===== config.mk =====
export PLATFORM = sky130hd
export DESIGN_NAME = aescbc_keyexp
export DESIGN_NICKNAME = d
export VERILOG_FILES = /design/src/aes128_cbc_cipher_core_assert.svh /design/src/aescbc_pkg.sv /design/src/aescbc_keyexp.sv
export SDC_FILE = /design/constraint.sdc
export NUM_CORES = 1
export LEC_CHECK = 0
export BUFFER_PORTS_ARGS = -buffer_cell sky130_fd_sc_hd__buf_2
export CELL_PAD_IN_SITES_DETAIL_PLACEMENT = 1
export CELL_PAD_IN_SITES_GLOBAL_PLACEMENT = 2
export CORE_UTILIZATION = 39
export CTS_BUF_LIST = sky130_fd_sc_hd__clkbuf_16
export CTS_CLUSTER_DIAMETER = 50
export CTS_CLUSTER_SIZE = 16
export DETAILED_ROUTE_END_ITERATION = 12
export PLACE_DENSITY_LB_ADDON = 0.1
export RECOVER_POWER = 100
export SYNTH_ARGS = -nofsm -noshare
export SYNTH_HDL_FRONTEND = slang
export SYNTH_SLANG_ARGS = --single-unit
export TNS_END_PERCENT = 10

===== constraint.sdc =====
create_clock -name i_clk -period 9.3 [get_ports i_clk]
set_input_delay 0 -clock i_clk [delete_from_list [all_inputs] [get_ports i_clk]]
set_output_delay 0 -clock i_clk [all_outputs]
set_load 0.05 [all_outputs]

===== src/aes128_cbc_cipher_core_assert.svh =====
// Assertion macros for the AES-128 CBC core.
`ifndef AES128_CBC_CIPHER_CORE_ASSERT_SVH
`define AES128_CBC_CIPHER_CORE_ASSERT_SVH

`ifndef SYNTHESIS
`define ACC_ASSERT(lbl, clk, rst_n, prop) \
    lbl: assert property (@(posedge clk) disable iff (!rst_n) (prop)) \
        else $error("aes128_cbc_cipher_core: assertion failed");
`define ACC_ASSERT_NEXT(lbl, clk, rst_n, ante, cons) \
    lbl: assert property (@(posedge clk) disable iff (!rst_n) (ante) |=> (cons)) \
        else $error("aes128_cbc_cipher_core: assertion failed");
`else
`define ACC_ASSERT(lbl, clk, rst_n, prop)
`define ACC_ASSERT_NEXT(lbl, clk, rst_n, ante, cons)
`endif

`endif


===== src/aescbc_pkg.sv =====
`default_nettype none
package aescbc_pkg;

    localparam int NR    = 10;
    localparam int NRK   = NR + 1;
    localparam int RK_AW = $clog2(NRK);

    typedef logic [7:0] t_cfg_idx;
    localparam t_cfg_idx REG_KEY_HI = 8'd0;
    localparam t_cfg_idx REG_KEY_LO = 8'd1;
    localparam t_cfg_idx REG_IV_HI  = 8'd2;
    localparam t_cfg_idx REG_IV_LO  = 8'd3;

    typedef enum logic [1:0] {
        S_IDLE,
        S_ADD0,
        S_ROUND,
        S_HOLD
    } t_state;

    typedef struct packed {
        logic             we;
        logic [RK_AW-1:0] addr;
        logic [127:0]     data;
    } t_rk_wr;

    localparam logic [7:0] FWD_BOX [256] = '{
        8'h63,8'h7c,8'h77,8'h7b,8'hf2,8'h6b,8'h6f,8'hc5,8'h30,8'h01,8'h67,8'h2b,8'hfe,8'hd7,8'hab,8'h76,
        8'hca,8'h82,8'hc9,8'h7d,8'hfa,8'h59,8'h47,8'hf0,8'had,8'hd4,8'ha2,8'haf,8'h9c,8'ha4,8'h72,8'hc0,
        8'hb7,8'hfd,8'h93,8'h26,8'h36,8'h3f,8'hf7,8'hcc,8'h34,8'ha5,8'he5,8'hf1,8'h71,8'hd8,8'h31,8'h15,
        8'h04,8'hc7,8'h23,8'hc3,8'h18,8'h96,8'h05,8'h9a,8'h07,8'h12,8'h80,8'he2,8'heb,8'h27,8'hb2,8'h75,
        8'h09,8'h83,8'h2c,8'h1a,8'h1b,8'h6e,8'h5a,8'ha0,8'h52,8'h3b,8'hd6,8'hb3,8'h29,8'he3,8'h2f,8'h84,
        8'h53,8'hd1,8'h00,8'hed,8'h20,8'hfc,8'hb1,8'h5b,8'h6a,8'hcb,8'hbe,8'h39,8'h4a,8'h4c,8'h58,8'hcf,
        8'hd0,8'hef,8'haa,8'hfb,8'h43,8'h4d,8'h33,8'h85,8'h45,8'hf9,8'h02,8'h7f,8'h50,8'h3c,8'h9f,8'ha8,
        8'h51,8'ha3,8'h40,8'h8f,8'h92,8'h9d,8'h38,8'hf5,8'hbc,8'hb6,8'hda,8'h21,8'h10,8'hff,8'hf3,8'hd2,
        8'hcd,8'h0c,8'h13,8'hec,8'h5f,8'h97,8'h44,8'h17,8'hc4,8'ha7,8'h7e,8'h3d,8'h64,8'h5d,8'h19,8'h73,
        8'h60,8'h81,8'h4f,8'hdc,8'h22,8'h2a,8'h90,8'h88,8'h46,8'hee,8'hb8,8'h14,8'hde,8'h5e,8'h0b,8'hdb,
        8'he0,8'h32,8'h3a,8'h0a,8'h49,8'h06,8'h24,8'h5c,8'hc2,8'hd3,8'hac,8'h62,8'h91,8'h95,8'he4,8'h79,
        8'he7,8'hc8,8'h37,8'h6d,8'h8d,8'hd5,8'h4e,8'ha9,8'h6c,8'h56,8'hf4,8'hea,8'h65,8'h7a,8'hae,8'h08,
        8'hba,8'h78,8'h25,8'h2e,8'h1c,8'ha6,8'hb4,8'hc6,8'he8,8'hdd,8'h74,8'h1f,8'h4b,8'hbd,8'h8b,8'h8a,
        8'h70,8'h3e,8'hb5,8'h66,8'h48,8'h03,8'hf6,8'h0e,8'h61,8'h35,8'h57,8'hb9,8'h86,8'hc1,8'h1d,8'h9e,
        8'he1,8'hf8,8'h98,8'h11,8'h69,8'hd9,8'h8e,8'h94,8'h9b,8'h1e,8'h87,8'he9,8'hce,8'h55,8'h28,8'hdf,
        8'h8c,8'ha1,8'h89,8'h0d,8'hbf,8'he6,8'h42,8'h68,8'h41,8'h99,8'h2d,8'h0f,8'hb0,8'h54,8'hbb,8'h16
    };

    localparam logic [7:0] INV_BOX [256] = '{
        8'h52,8'h09,8'h6a,8'hd5,8'h30,8'h36,8'ha5,8'h38,8'hbf,8'h40,8'ha3,8'h9e,8'h81,8'hf3,8'hd7,8'hfb,
        8'h7c,8'he3,8'h39,8'h82,8'h9b,8'h2f,8'hff,8'h87,8'h34,8'h8e,8'h43,8'h44,8'hc4,8'hde,8'he9,8'hcb,
        8'h54,8'h7b,8'h94,8'h32,8'ha6,8'hc2,8'h23,8'h3d,8'hee,8'h4c,8'h95,8'h0b,8'h42,8'hfa,8'hc3,8'h4e,
        8'h08,8'h2e,8'ha1,8'h66,8'h28,8'hd9,8'h24,8'hb2,8'h76,8'h5b,8'ha2,8'h49,8'h6d,8'h8b,8'hd1,8'h25,
        8'h72,8'hf8,8'hf6,8'h64,8'h86,8'h68,8'h98,8'h16,8'hd4,8'ha4,8'h5c,8'hcc,8'h5d,8'h65,8'hb6,8'h92,
        8'h6c,8'h70,8'h48,8'h50,8'hfd,8'hed,8'hb9,8'hda,8'h5e,8'h15,8'h46,8'h57,8'ha7,8'h8d,8'h9d,8'h84,
        8'h90,8'hd8,8'hab,8'h00,8'h8c,8'hbc,8'hd3,8'h0a,8'hf7,8'he4,8'h58,8'h05,8'hb8,8'hb3,8'h45,8'h06,
        8'hd0,8'h2c,8'h1e,8'h8f,8'hca,8'h3f,8'h0f,8'h02,8'hc1,8'haf,8'hbd,8'h03,8'h01,8'h13,8'h8a,8'h6b,
        8'h3a,8'h91,8'h11,8'h41,8'h4f,8'h67,8'hdc,8'hea,8'h97,8'hf2,8'hcf,8'hce,8'hf0,8'hb4,8'he6,8'h73,
        8'h96,8'hac,8'h74,8'h22,8'he7,8'had,8'h35,8'h85,8'he2,8'hf9,8'h37,8'he8,8'h1c,8'h75,8'hdf,8'h6e,
        8'h47,8'hf1,8'h1a,8'h71,8'h1d,8'h29,8'hc5,8'h89,8'h6f,8'hb7,8'h62,8'h0e,8'haa,8'h18,8'hbe,8'h1b,
        8'hfc,8'h56,8'h3e,8'h4b,8'hc6,8'hd2,8'h79,8'h20,8'h9a,8'hdb,8'hc0,8'hfe,8'h78,8'hcd,8'h5a,8'hf4,
        8'h1f,8'hdd,8'ha8,8'h33,8'h88,8'h07,8'hc7,8'h31,8'hb1,8'h12,8'h10,8'h59,8'h27,8'h80,8'hec,8'h5f,
        8'h60,8'h51,8'h7f,8'ha9,8'h19,8'hb5,8'h4a,8'h0d,8'h2d,8'he5,8'h7a,8'h9f,8'h93,8'hc9,8'h9c,8'hef,
        8'ha0,8'he0,8'h3b,8'h4d,8'hae,8'h2a,8'hf5,8'hb0,8'hc8,8'heb,8'hbb,8'h3c,8'h83,8'h53,8'h99,8'h61,
        8'h17,8'h2b,8'h04,8'h7e,8'hba,8'h77,8'hd6,8'h26,8'he1,8'h69,8'h14,8'h63,8'h55,8'h21,8'h0c,8'h7d
    };

    localparam logic [3:0] FWD_MIX [4] = '{4'h2, 4'h3, 4'h1, 4'h1};
    localparam logic [3:0] INV_MIX [4] = '{4'he, 4'hb, 4'hd, 4'h9};

    function automatic logic [7:0] xt(input logic [7:0] x);
        return {x[6:0], 1'b0} ^ (x[7] ? 8'h1b : 8'h00);
    endfunction

    function automatic logic [7:0] gmul(input logic [7:0] a, input logic [3:0] b);
        logic [7:0] acc;
        logic [7:0] p;
        acc = 8'h00;
        p   = a;
        for (int i = 0; i < 4; i++) begin
            if (b[i]) acc = acc ^ p;
            p = xt(p);
        end
        return acc;
    endfunction

    // byte 0 of the state sits in bits 127:120
    function automatic logic [127:0] sub_shift(input logic [127:0] s, input logic inv);
        logic [127:0] t;
        t = '0;
        for (int c = 0; c < 4; c++) begin
            for (int r = 0; r < 4; r++) begin
                if (inv) begin
                    t[127 - 8*(4*((c + r) % 4) + r) -: 8] = INV_BOX[s[127 - 8*(4*c + r) -: 8]];
                end else begin
                    t[127 - 8*(4*c + r) -: 8] = FWD_BOX[s[127 - 8*(4*((c + r) % 4) + r) -: 8]];
                end
            end
        end
        return t;
    endfunction

    function automatic logic [127:0] mix(input logic [127:0] s, input logic inv);
        logic [127:0] t;
        logic [7:0]   v;
        t = '0;
        for (int c = 0; c < 4; c++) begin
            for (int r = 0; r < 4; r++) begin
                v = 8'h00;
                for (int k = 0; k < 4; k++) begin
                    v = v ^ gmul(s[127 - 8*(4*c + k) -: 8],
                                 inv ? INV_MIX[(k - r + 4) % 4] : FWD_MIX[(k - r + 4) % 4]);
                end
                t[127 - 8*(4*c + r) -: 8] = v;
            end
        end
        return t;
    endfunction

endpackage
`default_nettype wire


===== src/aescbc_keyexp.sv =====
`default_nettype none
module aescbc_keyexp (
    input  wire                   i_clk,
    input  wire                   i_rst_n,
    input  wire                   i_start,
    input  wire  [127:0]          i_key,
    output aescbc_pkg::t_rk_wr    o_wr,
    output logic                  o_busy
);
    import aescbc_pkg::*;

    logic             r_busy;
    logic [RK_AW-1:0] r_cnt;
    logic [127:0]     r_k;
    logic [7:0]       r_rcon;
    logic [127:0]     n_k;
    logic [31:0]      t;

    // one round key per cycle: rotate, substitute, add rcon, ripple the xor
    always_comb begin
        t = {FWD_BOX[r_k[23:16]], FWD_BOX[r_k[15:8]], FWD_BOX[r_k[7:0]], FWD_BOX[r_k[31:24]]}
            ^ {r_rcon, 24'h0};
        n_k[127:96] = r_k[127:96] ^ t;
        n_k[95:64]  = r_k[95:64]  ^ n_k[127:96];
        n_k[63:32]  = r_k[63:32]  ^ n_k[95:64];
        n_k[31:0]   = r_k[31:0]   ^ n_k[63:32];
    end

    always_ff @(posedge i_clk) begin
        if (!i_rst_n) begin
            r_busy <= 1'b0;
            r_cnt  <= '0;
        end else if (i_start) begin
            r_busy <= 1'b1;
            r_cnt  <= '0;
        end else if (r_busy) begin
            r_cnt <= r_cnt + 1'b1;
            if (r_cnt == RK_AW'(NR)) r_busy <= 1'b0;
        end
    end

    always_ff @(posedge i_clk) begin
        if (i_start) begin
            r_k    <= i_key;
            r_rcon <= 8'h01;
        end else if (r_busy) begin
            r_k    <= n_k;
            r_rcon <= xt(r_rcon);
        end
    end

    assign o_wr.we   = r_busy;
    assign o_wr.addr = r_cnt;
    assign o_wr.data = r_k;
    assign o_busy    = r_busy;
endmodule
`default_nettype wire


; ---- Yosys cells after proc, flatten, opt, wreduce, memory -nomap -nowiden
; Memory sizes are Yosys's and may differ from the RTL's.
; Cells that the tools add are included.
[classes]
add_sub_neg = 1
order_cmp = 4
n_eq_ne = 1
mux = 14
bitwise = 11
n_reduce_logical = 2
[ops]
columns = op, count
row1 = 128-bit 2-to-1 mux, 2
row2 = 32-bit XOR, 5
row3 = 8-bit 2-to-1 mux, 8
row4 = "9-bit >= comparator, second input constant", 4
row5 = 8-bit inverter with 9-bit output, 4
row6 = 8-bit by 5-bit XOR with 8-bit output, 1
row7 = 5-bit 2-to-1 mux, 1
row8 = "4-bit by 1-bit adder with 4-bit output, second input constant", 1
row9 = "4-bit == test, second input constant", 1
row10 = 1-bit 2-to-1 mux, 3
row11 = 2-bit nonzero test, 1
row12 = 2-bit OR reduction, 1
row13 = 1-bit inverter, 1
[totals]
reg_bits = 141
romBits = 8192
inputBits = 131
out_inout_bits = 134
word_cells = 41
mem_count = 4
[memory_table]
columns = name, depth, width, rd, rd_ports_with_merged_regs, write_ports, line
row1 = (name not given), 256, 8, 1, 0, 0, aescbc_keyexp.sv:21  ; t = {FWD_BOX[r_k[23:16]], FWD_BOX[r_k[15:8]], FWD_BOX[r_k[7:0]], FWD_BOX[r_k[31:24]]}
row2 = (name not given), 256, 8, 1, 0, 0, aescbc_keyexp.sv:21
row3 = (name not given), 256, 8, 1, 0, 0, aescbc_keyexp.sv:21
row4 = (name not given), 256, 8, 1, 0, 0, aescbc_keyexp.sv:21

; ---- Longest topological paths before layout
[logic_depth]
depth_word = 11
depth_mapped = 14
ltp_nobuf = 11

; ---- Worst setup path before layout
; Ideal clock, no wire load.
[synth_path]
path_kind = reg-to-reg
from = register r_k[8]
to = register r_k[17], data pin
setup_time_ns = 0.260
t_arrival_ns = 4.143
t_required_ns = 9.040
slack_ns = 4.897
path_stages_with_launch = 14
path_buffers = 2
period_less_slack_ns = 4.403
cell_sequence = edfxtp_1 -> buf_2 -> buf_2 -> clkinv_1 -> ha_1 -> and2_2 -> nor2_2 -> mux4_2 -> mux2_2 -> mux4_2 -> xnor2_2 -> xor3_2 -> xnor2_1 -> mux2_2
[synth_between]
elab_chain_cells = 11
[synth_rtl]
columns = element, line
row1 = "start, declared", aescbc_keyexp.sv:14  ; logic [127:0] r_k;
row2 = "start signal, assigned", aescbc_keyexp.sv:44  ; r_k <= i_key;
row3 = "start signal, assigned", aescbc_keyexp.sv:47  ; r_k <= n_k;
row4 = 8-bit inverter with 9-bit output (implied by the code), aescbc_keyexp.sv:21
row5 = memory read 256 x 8 bit, n/a
row6 = 8-bit 2-to-1 mux (implied by the code) (2 in series), aescbc_keyexp.sv:21
row7 = 32-bit XOR, aescbc_keyexp.sv:22  ; ^ {r_rcon, 24'h0};
row8 = 32-bit XOR, aescbc_keyexp.sv:23  ; n_k[127:96] = r_k[127:96] ^ t;
row9 = 32-bit XOR, aescbc_keyexp.sv:24  ; n_k[95:64] = r_k[95:64] ^ n_k[127:96];
row10 = 32-bit XOR, aescbc_keyexp.sv:25  ; n_k[63:32] = r_k[63:32] ^ n_k[95:64];
row11 = 32-bit XOR, aescbc_keyexp.sv:26  ; n_k[31:0] = r_k[31:0] ^ n_k[63:32];
row12 = 128-bit 2-to-1 mux, aescbc_keyexp.sv:46  ; end else if (r_busy) begin
row13 = 128-bit 2-to-1 mux, aescbc_keyexp.sv:43  ; if (i_start) begin
; No other way between the ends. The select of a mux whose other input is x is not followed.
; A chain may end at the register's enable or synchronous reset.

; ---- Worst setup path after layout
[layout_path]
from = register r_k[10]
to = register r_k[18], data pin
; Same word-level chain as after synthesis.

==> impl_metrics.ini <==
[clock_network]
numCtsBuffers = 17
path_clk_slew_ns = 0.08
clock_latency_ns = 0.49
htreeDepth = 4
cts-root-buf = clkbuf_16
holdBufCountCts = 129
tritoncts = done
cts_resized = 0
ctsLongestPathBuffers = 2
cts.sink_count = 141
cts_setup_buffers = 0

[synth]
synth_edf_count = 128
synthCells = 2802
synthMuxAreaShare_pct = 11.3
synth_fp_nets = 2995
synth-compound-area-share_pct = 28.6
synth_xor_area_share_pct = 9.37
yosysWarnings = 0
ys_types = 106
synth_seq_area_share_pct = 18.4
async_reset_ff_share_pct = 0
synth-simple-area-share_pct = 21.1
syn_avg_cell_area_sq_um = 7.96
synth_top_family_by_area = compound AO/OA/AOI/OAI gates
synthAdderAreaFrac_pct = 3.48
syn_area_sq_um = 22300
ys.flop_type = edfxtp_1
synth-seq-cells = 141

[job]
maxCapViolations = 26

[setup_path]
arrival_ns = 7.63
cp_num_buf_inv = 2
crit_type = register to register
cp-start-kind = register
required_ns = 9.62
cp_slowest_cell = clkbuf_1
cp-end-kind = register
critical_path.cell_chain = buf_4, clkbuf_1, nor2b_1, o31ai_1, o221ai_1, o311ai_0, o21ai_0, mux2i_1, xnor2_1, xnor3_1, o21ai_1
critPathMaxFanout = 65
slowest_delay_ns = 2.40
critPathTopFamily = buffers and inverters

[cells_and_area]
nets = 3136
drive_gt1_share_pct = 12.8
areaGrowthSynthToFinish_pct = 12.2
mostFrequentLayoutCell = nand2_1
final_cell_mix = nand2_1, o21ai_0, nor2_1

[global_routing]
busiest_layer = met2
gr-usage-all-layers_pct = 36.6
met2_usage_pct = 57.8
grt-ovfl-total = 0
met1_usage_pct = 48.0
use_met3_pct = 7.27
grt_pass1_vias = 24600
grt_antenna_before_repair = 10
grt_max_degree = 111
grt_first_pass_wirelength_um = 161000

[sta]
drv_slew = 1236
final-hold-violation-count = 0
tightest_slew_ns = 3.69
finalSetupTns_ns = 0
fin_crit_ns = 7.31
max_freq_ghz = 0.137
final.period_utilization_pct = 78.6
rsz0062_at_grt = no
relSlewSlack_pct = -146
finClkSkew_ns = 0.0255
finalSetupViolations = 0

[floorplan]
dieArea_sq_um = 58200
core_sq_um = 56500
die_height_um = 241
std_cell_rows = 87
ioPinCount = 265
chipWidth_um = 241
initial_core_util_pct = 39.5

[route]
wl_um = 108000
wl_per_cell_um = 29.2
via_per_inst = 6.72
dr.pass1.iters = 8
final_antenna_net_count = 0
vias = 25000
drtIter0Drc = 3269
drc = 0

[run_status]
failed_checks = max-capacitance violations, max-slew violations
status = finished with violations

[place]
place_hpwl_um = 74500
gp_congestion = 0.978
io_buffer_count = 264

[worst_hold_path]
hold_class = primary input to register
## kinds of logic (layout without fill, tap and decap cells)
kind of cell | Yosys count | in the layout
flip-flops | 141 | 141
multiplexers | 166 | 166
XOR/XNOR | 184 | 184
AO/OA/AOI/OAI | 936 | 936
other | 0 | 5
AND/OR/NAND/NOR | 929 | 929
buffers and inverters | 384 | 538
adder cells (fa/ha/maj) | 62 | 62
## area by class of cell
cell class	instances	area (sq um)
fill	6865	31500
inverter	56	210
sequential	141	4100
clock buffer	17	425
multi-input combinational	2277	16400
tap	756	946
antenna	5	12.5
clock inverter	15	143
timing repair buffer	450	2810
## worst paths after layout
| check | from | endpoint | slack, ns | cells past startpoint |
|---|---|---|---|---|
| worst max register to register | r_k[10] | r_k[18] | 1.99 | 11 |
| worst min-delay path | i_start | r_rcon[7] | 0.08 | 2 |
| worst min register to register | r_rcon[1] | r_rcon[1] | 0.52 | 2 |
| worst max-delay path | r_k[10] | r_k[18] | 1.99 | 11 |
## cell usage after synthesis, drive strengths merged, types with 17 or more instances
cell      n  area share [%]
edfxtp  128              17
nand2b   82             2.3
or3      23            0.64
inv      51            0.86
o21a     20            0.67
a211o    22            0.86
mux2     53             2.7
a211oi   57             2.0
nor2    178             3.1
xor2     48             2.0
a31oi    65             1.8
nand2   247             4.2
nor3     80             1.8
a221oi   29             1.1
buf     173             4.2
and2     29            0.82
o311ai   40             1.6
o31ai    33             1.1
a21oi   155             3.5
o211ai   46             1.6
nand4    17            0.48
o21ai   248             5.6
o221ai   19            0.75
ha       62             3.5
nand3    65             1.5
a311oi   32             1.3
a21o     22            0.74
mux2i    50             2.3
nor2b    95             2.7
or2      27            0.76
and3     21            0.59
mux4     63             6.4
xnor2   107             4.4
nor3b    20            0.67
xnor3    19             1.9
clkbuf  155             2.6
## registers in the layout, summed over array words and instances (netlist names)
signal	count
r_cnt	4
r_k	128
o_busy	1
r_rcon	8
## routing by layer
| metal | vias up | routed length [um] |
|---|---|---|
| met5 | - | 58 |
| met4 | 10 | 5040 |
| met3 | 289 | 9800 |
| met2 | 1418 | 48900 |
| met1 | 12400 | 44700 |
| li1 | 10800 | - |
## metrics by stage
stage               hold slack [ns]  util (%)  instances  setup slack [ns]  instance area, sq um
detailed placement            0.237      41.6       3551              4.24                 23500
finish                       0.0788      44.3       3717              1.99                 25000
global route                 0.0933      44.3       3715              1.91                 25000
global placement              0.239      41.6       3551              4.38                 23500
CTS                          0.0553      44.9       3712              4.21                 25400
floorplan                     0.128         -       2802              4.90                 22300
Power is left out: the tool's default activity adds up to more than one toggle a clock period on the data nets, which glitch-free logic cannot reach.
